File: config.mk
export PLATFORM = sky130hd
export DESIGN_NAME = taylor_series_sin_cos_exp_core
export DESIGN_NICKNAME = d
export VERILOG_FILES = /design/src/tsce_pkg.sv /design/src/tsce_seq.sv /design/src/tsce_dpath.sv /design/src/taylor_series_sin_cos_exp_core.sv
export SDC_FILE = /design/constraint.sdc
export NUM_CORES = 2
export LEC_CHECK = 0
export BUFFER_PORTS_ARGS = -buffer_cell sky130_fd_sc_hd__buf_4
export CAP_MARGIN = 0
export CORE_UTILIZATION = 61
export DETAILED_ROUTE_END_ITERATION = 8
export PLACE_DENSITY = 0.86
export SYNTH_ARGS = -nofsm -noshare
export SYNTH_HDL_FRONTEND = slang
export SYNTH_HIERARCHICAL = 1
export SYNTH_SLANG_ARGS = --single-unit
File: constraint.sdc
create_clock -name clk -period 21.7 [get_ports clk]
set_input_delay 2.17 -clock clk [delete_from_list [all_inputs] [get_ports clk]]
set_output_delay 2.17 -clock clk [all_outputs]
set_load 0.005 [all_outputs]
File: src/tsce_pkg.sv
// tsce_pkg: shared types, codes and the microcode program for the taylor series core
// used by tsce_seq, tsce_dpath and the top level; no dependencies

package tsce_pkg;

    // datapath operation selected by a control word
    typedef enum logic [3:0] {
        OP_NOP,
        OP_IDLE,
        OP_ADD,
        OP_MLOAD,
        OP_MCLR,
        OP_MUL,
        OP_MFIN,
        OP_DSET,
        OP_DIV,
        OP_TUPD,
        OP_EMIT
    } op_t;

    // jump condition of a control word
    typedef enum logic [2:0] {
        C_NEVER,
        C_ALWAYS,
        C_NO_START,
        C_STOP,
        C_LOOP,
        C_EXP,
        C_OUT_BUSY
    } cond_t;

    localparam int PC_W = 4;
    typedef logic [PC_W-1:0] upc_t;

    typedef struct packed {
        op_t   op;
        cond_t cond;
        upc_t  target;
        logic  inc_n;
    } ucode_t;

    // datapath flags seen by the sequencer
    typedef struct packed {
        logic start;
        logic stop;
        logic loop_on;
        logic is_exp;
        logic out_busy;
    } status_t;

    // function select codes
    localparam logic [1:0] ACT_SIN = 2'd0;
    localparam logic [1:0] ACT_COS = 2'd1;
    localparam logic [1:0] ACT_EXP = 2'd2;

    // program entry points
    localparam upc_t A_IDLE = 4'd0;
    localparam upc_t A_TEST = 4'd2;
    localparam upc_t A_MUL1 = 4'd4;
    localparam upc_t A_MUL2 = 4'd7;
    localparam upc_t A_DSET = 4'd9;
    localparam upc_t A_DIV  = 4'd10;
    localparam upc_t A_DONE = 4'd13;

    // microcode program, one control word per step
    function automatic ucode_t ucode_rom(input upc_t addr);
        ucode_t w;
        w = '{op: OP_NOP, cond: C_ALWAYS, target: A_IDLE, inc_n: 1'b0};
        unique case (addr)
            4'd0:  w = '{op: OP_IDLE,  cond: C_NO_START, target: A_IDLE, inc_n: 1'b0};
            4'd1:  w = '{op: OP_ADD,   cond: C_NEVER,    target: A_IDLE, inc_n: 1'b0};
            4'd2:  w = '{op: OP_NOP,   cond: C_STOP,     target: A_DONE, inc_n: 1'b0};
            4'd3:  w = '{op: OP_MLOAD, cond: C_NEVER,    target: A_IDLE, inc_n: 1'b0};
            4'd4:  w = '{op: OP_MUL,   cond: C_LOOP,     target: A_MUL1, inc_n: 1'b0};
            4'd5:  w = '{op: OP_MFIN,  cond: C_EXP,      target: A_DSET, inc_n: 1'b0};
            4'd6:  w = '{op: OP_MCLR,  cond: C_NEVER,    target: A_IDLE, inc_n: 1'b0};
            4'd7:  w = '{op: OP_MUL,   cond: C_LOOP,     target: A_MUL2, inc_n: 1'b0};
            4'd8:  w = '{op: OP_MFIN,  cond: C_NEVER,    target: A_IDLE, inc_n: 1'b0};
            4'd9:  w = '{op: OP_DSET,  cond: C_NEVER,    target: A_IDLE, inc_n: 1'b0};
            4'd10: w = '{op: OP_DIV,   cond: C_LOOP,     target: A_DIV,  inc_n: 1'b0};
            4'd11: w = '{op: OP_TUPD,  cond: C_NEVER,    target: A_IDLE, inc_n: 1'b0};
            4'd12: w = '{op: OP_ADD,   cond: C_ALWAYS,   target: A_TEST, inc_n: 1'b1};
            4'd13: w = '{op: OP_NOP,   cond: C_OUT_BUSY, target: A_DONE, inc_n: 1'b0};
            4'd14: w = '{op: OP_EMIT,  cond: C_ALWAYS,   target: A_IDLE, inc_n: 1'b0};
            default: w = '{op: OP_NOP, cond: C_ALWAYS,   target: A_IDLE, inc_n: 1'b0};
        endcase
        return w;
    endfunction

endpackage

File: src/tsce_seq.sv
// tsce_seq: microcode sequencer, step counter plus conditional jump
// depends on tsce_pkg (control word, status flags, program table)

module tsce_seq (
    input  logic              clk,
    input  logic              rst_n,
    input  tsce_pkg::status_t status,
    output tsce_pkg::ucode_t  cw
);
    import tsce_pkg::*;

    upc_t pc_reg;
    upc_t pc_next;
    logic take;

    assign cw = ucode_rom(pc_reg);

    always_comb
    begin
        unique case (cw.cond)
            C_NEVER:    take = 1'b0;
            C_ALWAYS:   take = 1'b1;
            C_NO_START: take = !status.start;
            C_STOP:     take = status.stop;
            C_LOOP:     take = status.loop_on;
            C_EXP:      take = status.is_exp;
            C_OUT_BUSY: take = status.out_busy;
            default:    take = 1'b1;
        endcase
        pc_next = take ? cw.target : upc_t'(pc_reg + 1'b1);
    end

    always_ff @(posedge clk or negedge rst_n)
    begin
        if (!rst_n)
        begin
            pc_reg <= A_IDLE;
        end
        else
        begin
            pc_reg <= pc_next;
        end
    end

endmodule

File: src/tsce_dpath.sv
// tsce_dpath: term, sum, 32x32 multiplier (four partial products per 64x64 multiply) and bit-serial divider datapath
// depends on tsce_pkg; driven by the control word from tsce_seq

module tsce_dpath #(
    parameter int TERM_LIMIT = 1000
) (
    input  logic                clk,
    input  logic                rst_n,
    input  tsce_pkg::ucode_t    cw,
    input  logic                in_valid,
    input  logic [1:0]          action,
    input  logic signed [63:0]  x_value,
    input  logic [39:0]         tolerance,
    input  logic [9:0]          max_terms,
    input  logic                out_ready,
    output tsce_pkg::status_t   status,
    output logic                out_valid,
    output logic signed [63:0]  approx,
    output logic [9:0]          term_count,
    output logic                overflow
);
    import tsce_pkg::*;

    localparam int NW = $clog2(TERM_LIMIT + 1);
    localparam int LW = (NW > 10) ? NW : 10;
    localparam int DW = 2 * NW + 2;
    localparam logic [5:0] MUL_LAST = 6'd4;
    localparam logic [5:0] DIV_LAST = 6'd63;
    localparam logic [63:0] ONE_Q40 = 64'h0000_0100_0000_0000;
    localparam logic [63:0] MAG_MAX = 64'h7FFF_FFFF_FFFF_FFFF;

    // saturating add of a sign-magnitude term; returns {overflow, sum}
    function automatic logic [64:0] sat_add(input logic signed [63:0] s,
                                            input logic neg,
                                            input logic [63:0] mag);
        logic signed [64:0] v;
        logic signed [64:0] t;
        logic [63:0] r;
        logic o;
        if (neg)
            v = mag[63] ? {2'b11, 63'b0} : -$signed({1'b0, mag});
        else
            v = mag[63] ? {2'b00, {63{1'b1}}} : $signed({1'b0, mag});
        t = {s[63], s} + v;
        o = (t[64] != t[63]);
        if (o)
            r = t[64] ? {1'b1, 63'b0} : MAG_MAX;
        else
            r = t[63:0];
        return {o, r};
    endfunction

    logic [1:0]         act_reg, act_next;
    logic               xneg_reg, xneg_next;
    logic [63:0]        xmag_reg, xmag_next;
    logic [39:0]        tol_reg, tol_next;
    logic [NW-1:0]      lim_reg, lim_next;
    logic [NW-1:0]      n_reg, n_next;
    logic               tneg_reg, tneg_next;
    logic [63:0]        tmag_reg, tmag_next;
    logic signed [63:0] sum_reg, sum_next;
    logic               ovf_reg, ovf_next;
    logic [127:0]       acc_reg, acc_next;
    logic [63:0]        pp_reg, pp_next;
    logic [1:0]         psh_reg, psh_next;
    logic [63:0]        mop_reg, mop_next;
    logic [5:0]         cnt_reg, cnt_next;
    logic [DW-1:0]      dvs_reg, dvs_next;
    logic [DW-1:0]      rem_reg, rem_next;
    logic [63:0]        quo_reg, quo_next;
    logic signed [63:0] approx_reg, approx_next;
    logic [9:0]         terms_reg, terms_next;
    logic               ovfo_reg, ovfo_next;
    logic               out_valid_reg, out_valid_next;

    logic               is_exp;
    logic [63:0]        x_u;
    logic [LW-1:0]      mt_ext;
    logic [LW-1:0]      lim_w;
    logic [LW-1:0]      n_ext;
    logic [1:0]         k;
    logic [31:0]        ah;
    logic [31:0]        bh;
    logic [63:0]        pp_prod;
    logic [NW:0]        fa;
    logic [NW:0]        fb;
    logic [DW-1:0]      dprod;
    logic [DW:0]        rs;
    logic [64:0]        add_res;

    assign is_exp  = (act_reg == ACT_EXP);
    assign x_u     = x_value;
    assign mt_ext  = LW'(max_terms);
    assign lim_w   = (mt_ext == '0) ? LW'(1)
                   : ((mt_ext > LW'(TERM_LIMIT)) ? LW'(TERM_LIMIT) : mt_ext);
    assign n_ext   = LW'(n_reg);
    assign k       = cnt_reg[1:0];
    assign ah      = k[0] ? mop_reg[63:32] : mop_reg[31:0];
    assign bh      = k[1] ? xmag_reg[63:32] : xmag_reg[31:0];
    assign pp_prod = 64'(ah) * 64'(bh);
    assign fa      = (act_reg == ACT_SIN) ? {n_reg, 1'b0} : ({n_reg, 1'b0} - 1'b1);
    assign fb      = fa + 1'b1;
    assign dprod   = DW'(fa) * DW'(fb);
    assign rs      = {rem_reg, quo_reg[63]};
    assign add_res = sat_add(sum_reg, tneg_reg, tmag_reg);

    always_comb
    begin
        status.start    = in_valid;
        status.stop     = !((tmag_reg > {24'b0, tol_reg}) && (n_reg < lim_reg));
        status.loop_on  = (cw.op == OP_MUL) ? (cnt_reg != MUL_LAST) : (cnt_reg != DIV_LAST);
        status.is_exp   = is_exp;
        status.out_busy = out_valid_reg && !out_ready;
    end

    always_comb
    begin
        act_next    = act_reg;
        xneg_next   = xneg_reg;
        xmag_next   = xmag_reg;
        tol_next    = tol_reg;
        lim_next    = lim_reg;
        n_next      = n_reg;
        tneg_next   = tneg_reg;
        tmag_next   = tmag_reg;
        sum_next    = sum_reg;
        ovf_next    = ovf_reg;
        acc_next    = acc_reg;
        pp_next     = pp_reg;
        psh_next    = psh_reg;
        mop_next    = mop_reg;
        cnt_next    = cnt_reg;
        dvs_next    = dvs_reg;
        rem_next    = rem_reg;
        quo_next    = quo_reg;
        approx_next = approx_reg;
        terms_next  = terms_reg;
        ovfo_next   = ovfo_reg;
        unique case (cw.op)
            OP_IDLE:
            begin
                if (in_valid)
                begin
                    act_next  = (action == ACT_SIN || action == ACT_COS) ? action : ACT_EXP;
                    xneg_next = x_u[63];
                    xmag_next = x_u[63] ? (~x_u + 64'd1) : x_u;
                    tol_next  = tolerance;
                    lim_next  = NW'(lim_w);
                    n_next    = NW'(1);
                    sum_next  = '0;
                    ovf_next  = 1'b0;
                    if (action == ACT_SIN)
                    begin
                        tneg_next = x_u[63];
                        tmag_next = x_u[63] ? (~x_u + 64'd1) : x_u;
                    end
                    else
                    begin
                        tneg_next = 1'b0;
                        tmag_next = ONE_Q40;
                    end
                end
            end
            OP_ADD:
            begin
                sum_next = add_res[63:0];
                ovf_next = ovf_reg | add_res[64];
                if (cw.inc_n)
                    n_next = n_reg + 1'b1;
            end
            OP_MLOAD:
            begin
                mop_next = tmag_reg;
                acc_next = '0;
                cnt_next = '0;
            end
            OP_MCLR:
            begin
                acc_next = '0;
                cnt_next = '0;
            end
            OP_MUL:
            begin
                // partial product issued into pp_reg, accumulated in the next cycle
                if (cnt_reg != MUL_LAST)
                begin
                    pp_next  = pp_prod;
                    psh_next = {1'b0, k[0]} + {1'b0, k[1]};
                end
                if (cnt_reg != '0)
                    acc_next = acc_reg + ({64'b0, pp_reg} << {psh_reg, 5'b0});
                cnt_next = cnt_reg + 1'b1;
            end
            OP_MFIN:
            begin
                if (acc_reg[127:103] != '0)
                begin
                    mop_next = MAG_MAX;
                    ovf_next = 1'b1;
                end
                else
                begin
                    mop_next = {1'b0, acc_reg[102:40]};
                end
            end
            OP_DSET:
            begin
                dvs_next = is_exp ? DW'(n_reg) : dprod;
                rem_next = '0;
                quo_next = mop_reg;
                cnt_next = '0;
            end
            OP_DIV:
            begin
                // restoring division, one quotient bit per cycle
                if (rs >= {1'b0, dvs_reg})
                begin
                    rem_next = DW'(rs - {1'b0, dvs_reg});
                    quo_next = {quo_reg[62:0], 1'b1};
                end
                else
                begin
                    rem_next = rs[DW-1:0];
                    quo_next = {quo_reg[62:0], 1'b0};
                end
                cnt_next = cnt_reg + 1'b1;
            end
            OP_TUPD:
            begin
                tmag_next = quo_reg;
                tneg_next = is_exp ? (tneg_reg ^ xneg_reg) : !tneg_reg;
            end
            OP_EMIT:
            begin
                approx_next = sum_reg;
                terms_next  = n_ext[9:0];
                ovfo_next   = ovf_reg;
            end
            default:
            begin
            end
        endcase
    end

    always_comb
    begin
        if (cw.op == OP_EMIT)
            out_valid_next = 1'b1;
        else if (out_ready)
            out_valid_next = 1'b0;
        else
            out_valid_next = out_valid_reg;
    end

    always_ff @(posedge clk or negedge rst_n)
    begin
        if (!rst_n)
        begin
            out_valid_reg <= 1'b0;
        end
        else
        begin
            out_valid_reg <= out_valid_next;
        end
    end

    always_ff @(posedge clk)
    begin
        act_reg    <= act_next;
        xneg_reg   <= xneg_next;
        xmag_reg   <= xmag_next;
        tol_reg    <= tol_next;
        lim_reg    <= lim_next;
        n_reg      <= n_next;
        tneg_reg   <= tneg_next;
        tmag_reg   <= tmag_next;
        sum_reg    <= sum_next;
        ovf_reg    <= ovf_next;
        acc_reg    <= acc_next;
        pp_reg     <= pp_next;
        psh_reg    <= psh_next;
        mop_reg    <= mop_next;
        cnt_reg    <= cnt_next;
        dvs_reg    <= dvs_next;
        rem_reg    <= rem_next;
        quo_reg    <= quo_next;
        approx_reg <= approx_next;
        terms_reg  <= terms_next;
        ovfo_reg   <= ovfo_next;
    end

    assign out_valid  = out_valid_reg;
    assign approx     = approx_reg;
    assign term_count = terms_reg;
    assign overflow   = ovfo_reg;

endmodule

File: src/taylor_series_sin_cos_exp_core.sv
// taylor_series_sin_cos_exp_core: top level of the taylor series sin/cos/exp evaluator
// depends on tsce_pkg, tsce_seq and tsce_dpath

// Evaluates sin, cos or exp of a signed Q24.40 point by summing its Taylor
// series term by term until the term magnitude drops to the tolerance or the
// term count reaches max_terms (0 acts as 1, values above TERM_LIMIT act as
// TERM_LIMIT). Terms are kept as sign and magnitude; every product is
// truncated toward zero and clamped to 2^63-1, every quotient truncates, and
// the running sum saturates; any clamp raises overflow. One item is in work at
// a time. The per-term cost is set by the bit-serial restoring divider and by
// the 64x64 multiply, done as four 32x32 partial products on one multiplier
// (twice per term for sin and cos). The result sits in an output register, so
// the next input transfer is taken as soon as the result is loaded there, even
// while it still waits for out_ready.

module taylor_series_sin_cos_exp_core #(
    parameter int TERM_LIMIT = 1000
) (
    input  logic               clk,
    input  logic               rst_n,
    input  logic               in_valid,
    output logic               in_ready,
    input  logic [1:0]         action,
    input  logic signed [63:0] x_value,
    input  logic [39:0]        tolerance,
    input  logic [9:0]         max_terms,
    output logic               out_valid,
    input  logic               out_ready,
    output logic signed [63:0] approx,
    output logic [9:0]         term_count,
    output logic               overflow
);
    import tsce_pkg::*;

    // control word of the current microcode step
    ucode_t  cw;
    // condition flags fed back for the jumps
    status_t status;

    // the idle step is the only one that takes an input transfer
    assign in_ready = (cw.op == OP_IDLE);

    tsce_seq u_seq (
        .clk    (clk),
        .rst_n  (rst_n),
        .status (status),
        .cw     (cw)
    );

    tsce_dpath #(
        .TERM_LIMIT (TERM_LIMIT)
    ) u_dpath (
        .clk        (clk),
        .rst_n      (rst_n),
        .cw         (cw),
        .in_valid   (in_valid),
        .action     (action),
        .x_value    (x_value),
        .tolerance  (tolerance),
        .max_terms  (max_terms),
        .out_ready  (out_ready),
        .status     (status),
        .out_valid  (out_valid),
        .approx     (approx),
        .term_count (term_count),
        .overflow   (overflow)
    );

endmodule

Yosys cells after proc, flatten, opt, wreduce, memory -nomap -nowiden
Memories as Yosys holds them, arrays and structs flattened. Index checks and enable logic that the tools add are counted.

Register bits after elaboration: 709. Memory bits (read-only): 192. Input port bits: 120. Output and inout port bits: 77. Word-level logic and storage cells: 143. Memories: 1.

Add/subtract/negate cells: 11. Multipliers: 2. Magnitude comparators: 4. Equal/unequal tests: 24. Shifts and indexed selects: 1. Mux-type cells: 40. Bitwise operators: 3. Reduce and logical (&&, ||, !) cells: 32.

Memories: (name not given) (depth 16, width 12, read ports 1, clocked after memory_dff 0, write ports 0, RTL line tsce_pkg.sv:69) `unique case (addr)`.

Operator list (number): one-hot mux 64 bit (2 select lines) (4); 2-to-1 mux 64 bit (6); one-hot mux 128 bit (2 select lines) (1); 2-to-1 mux 65 bit (2); adder 128 bit (1); 2-to-1 mux 128 bit (1); << shifter 64 x 7 -> 128 bit (1); 2-to-1 mux 63 bit (2); adder 65 bit (1); negator 64 -> 65 bit (1); adder 64 x 1 -> 64 bit, second input constant (1); > comparator 64 x 40 -> 1 bit (1); multiplier 32 x 32 -> 64 bit (1); 2-to-1 mux 32 bit (2); NOT 64 bit (1); one-hot mux 22 bit (2 select lines) (1); 2-to-1 mux 10 bit (4); nonzero test 25 bit (1); >= comparator 23 x 22 -> 1 bit (1); multiplier 11 x 11 -> 22 bit (1); 2-to-1 mux 22 bit (1); subtractor 22 bit (1); one-hot mux 10 bit (2 select lines) (1); == test 4 x 3 -> 1 bit, second input constant (4); 42 further kinds (76).

Logic depth before layout (Yosys ltp)
Word-level depth: 7. Mapped depth: 33. Depth with buffers taken out: 30.

Hierarchy
Netlist, hierarchy kept.

Modules (own cells, without submodules): tsce_dpath (instances 1, cells an instance 8764, area each 81725.9 um2, seq. area each 21165.3 um2); tsce_seq (instances 1, cells an instance 67, area each 545.5 um2, seq. area each 100.1 um2); taylor_series_sin_cos_exp_core (instances 1, cells an instance 1, area each 15.0 um2, seq. area each 0.0 um2).

Least setup slack after synthesis
Ideal clock, no wire load.

Path kind: flip-flop to flip-flop. From: register u_dpath.cnt_reg[0]. To: register u_dpath.pp_reg[51] (data pin). Setup time: 265 ps. Data arrival time: 8670 ps. Required time: 21435 ps. Setup slack: 12765 ps. Cell stages (with the launch flop): 32. Buffers on the path: 5. Period minus slack after synthesis: 8935 ps. Path through: edfxtp_1 -> clkbuf_1 -> clkbuf_1 -> clkbuf_1 -> mux2i_1 -> clkbuf_1 -> nor2_1 -> fa_1 -> fa_1 -> fa_1 -> inv_1 -> fa_1 -> inv_1 -> fa_1 -> fa_1 -> fa_1 -> inv_1 -> fa_1 -> inv_1 -> ha_1 -> clkbuf_1 -> a21oi_1 -> o21ai_0 -> a21o_1 -> a21oi_1 -> o21ai_0 -> a21o_1 -> a2111oi_0 -> o211ai_1 -> o221ai_1 -> o21bai_1 -> xor2_1.

Word-level cells in the longest chain between the ends: 2.

Ends and longest elaborated chain: from (decl) (RTL line tsce_dpath.sv:67) `logic [5:0] cnt_reg, cnt_next;`; from (signal assigned) (RTL line tsce_dpath.sv:283) `cnt_reg <= cnt_next;`; 2-to-1 mux 32 bit (RTL line tsce_dpath.sv:98) `assign ah = k[0] ? mop_reg[63:32] : mop_reg[31:0];`; multiplier 32 x 32 -> 64 bit (RTL line tsce_dpath.sv:100) `assign pp_prod = 64'(ah) * 64'(bh);`; net u_dpath.pp_prod[51] (RTL line tsce_dpath.sv:84) `logic [63:0] pp_prod;`; to (signal assigned) (RTL line tsce_dpath.sv:280) `pp_reg <= pp_next;`; to (decl) (RTL line tsce_dpath.sv:64) `logic [63:0] pp_reg, pp_next;`.

The timed path passes the listed nets, and every way through them passes these cells. A chain may end at the register's enable or synchronous reset.

Worst setup path in the final report
From: register u_dpath.cnt_reg[1]. To: register u_dpath.pp_reg[62] (data pin).

Word-level cells in the longest chain between the ends: 2.

Ends and longest elaborated chain: 2-to-1 mux 32 bit (RTL line tsce_dpath.sv:99) `assign bh = k[1] ? xmag_reg[63:32] : xmag_reg[31:0];`; multiplier 32 x 32 -> 64 bit (RTL line tsce_dpath.sv:100); net u_dpath.pp_prod[62] (RTL line tsce_dpath.sv:84).

The timed path passes the listed nets, and every way through them passes these cells.

==> run metrics <==
status=finished, violations left; violated checks=DRC; TritonCTS clock tree=built; Hold-fix buffers, CTS=0; R2R Path Start=u_dpath/cnt_reg[1]; iteration-0 DRC count of the detailed router=8,770; Die H=369.2 um; site row count=134; average cell area after synthesis=9.318 sq um; Max clock buf depth=3; RSZ-0062 raised after global routing=no; initial antenna violation count=30; design area=88,000 sq um; Slew Limit Fails=0; CP Buf/Inv Count=5; ratio of cells with drive above 1 in the final layout=7.314%; Nets=10.48k; CTS Buf Count=78; reg2reg end=u_dpath/pp_reg[62]; reg2reg setup slack=11,170 ps; Detail Placement HPWL=232.1 mm; clock slew at reported path FFs=60 ps; CTS sink count=709; max-cap viol count=0; # setup viols final=0; CP delay by family, top=adder cells; Post-DRT Antenna Nets=0; GRT Residual Overflow=0; placed cell areas=85,490 sq um; largest net degree at the start of global routing=129; Synth Net Count=10.53k; Arr. time, crit path=10,970 ps; Max-slew headroom=3.023%; CP Class=reg -> reg; required time worst endpoint=22,140 ps; H-tree levels=3; Setup crit start=u_dpath/cnt_reg[1]; Pre-antenna DRT Iters=9; crit end category=register; worst skew pair latency=710 ps; Worst path depth=24; synthesized area=82,250 sq um; Die W=369.2 um; core box area=133,600 sq um; Initial Util=61.55%; total wire length=298.2 mm; total global-route track usage=43.80%; first-pass GRT wire length=438.4 mm; post-route clock period utilization=48.52%; Root Buffer=clkbuf_16; Final Hold Vio Count=0; Mapped Cells=8,827; crit-path max FO=36; setup TNS=0 ps; CP Cell Sequence=buf_4, buf_4, mux2i_4, nor2_1, fa_1, fa_1, inv_1, fa_1, fa_1, inv_1, fa_1, fa_1, fa_1, fa_1, ha_1, nand4_1, or2_2, a2111oi_0, buf_4, o21ai_0, a31o_2, o21ai_0, a21oi_1, xnor2_1; post-CTS sizing=0; IO buf count=196; Synth warnings=6; IO Count=197; Slowest-stage cell, CP=mux2i_4; worst reg-to-reg path cell count=24; worst setup path endpoint=u_dpath/pp_reg[62]; Largest register FFs=128; fin crit period=10,530 ps; CP Launch Type=register; vias in the first global route=68.73k; DRC violations left=193; final hold slack=465.8 ps; Post-CTS Repair Setup Buffers=0; crit-path max cell delay=930 ps; Vias/cell=6.540; global placement routability congestion=1.075; vias=69.45k; Final Skew=52.86 ps; max frequency=94.97 MHz; Die Area=136,300 sq um; HP Class=reg -> reg; Slew @ Worst Pin=1414 ps; Wirelength per Cell=28.08 um; most frequent CP cell=fa_1; Area Overhead vs Synth=6.993%
area by class of cell:
class / count / area [sq um]
Multi-Input combinational cell: 6502 / 55250
Sequential cell: 709 / 21270
Tap cell: 1768 / 2212
Fill cell: 10440 / 45630
Inverter: 1171 / 4398
Clock buffer: 90 / 2018
Antenna cell: 20 / 50.05
Timing Repair Buffer: 314 / 2370
Clock inverter: 46 / 437.9
stage by stage:
stage | util, % | worst slack [ps] | std cells
2_1_floorplan | - | 12770 | 8827
3_3_place_gp | 63.98 | 11660 | 10460
3_5_place_dp | 63.98 | 11420 | 10460
4_1_cts | 65.82 | 11340 | 10600
5_1_grt | 65.83 | 10760 | 10600
6_report | 65.86 | 11170 | 10620
cell usage in the layout, fill, tap and decap left out, types with 80 or more instances in the layout:
cell type and n:
a22o_1 95, o21ai_0 252, buf_4 313, inv_1 1170, nor2b_1 80, xnor2_1 221
nand4_1 106, nor2_1 1120, fa_1 979, ha_1 607, a21o_1 222, edfxtp_1 704
a21oi_1 422, xor2_1 158, nand2_1 945
layer usage:
metal  share of wire, %  track usage, %
met1                 36           56.97
met2                 41           62.71
met3                 16           16.54
met4                7.2           24.77
met5              0.075               0
worst register-to-register path, stage by stage, from the launching register on:
cell and delay, ps:
edfxtp_1 340, buf_4 420, buf_4 700, mux2i_4 970, nor2_1 200, fa_1 560
fa_1 510, inv_1 60, fa_1 510, fa_1 520, inv_1 50, fa_1 550
fa_1 440, fa_1 540, fa_1 430, ha_1 600, nand4_1 410, or2_2 400
a2111oi_0 700, buf_4 260, o21ai_0 190, a31o_2 280, o21ai_0 330, a21oi_1 140
xnor2_1 150
how the worst min path moves through the flow:
| stage | from | to | slack (ps) | depth (start not counted) |
|---|---|---|---|---|
| 2_1_floorplan | u_dpath/ovf_reg | u_dpath/overflow | 430 | 0 |
| 5_1_grt | u_dpath/sum_reg[38] | u_dpath/approx[38] | 470 | 0 |
| 6_report | u_dpath/sum_reg[38] | u_dpath/approx[38] | 470 | 0 |
| 3_5_place_dp | u_dpath/sum_reg[38] | u_dpath/approx[38] | 450 | 0 |
| 3_3_place_gp | u_dpath/sum_reg[0] | u_dpath/approx[0] | 450 | 0 |
| 4_1_cts | u_dpath/sum_reg[38] | u_dpath/approx[38] | 460 | 0 |
Power is left out: the tool's default activity adds up to more than one toggle a clock period on the data nets, which glitch-free logic cannot reach.
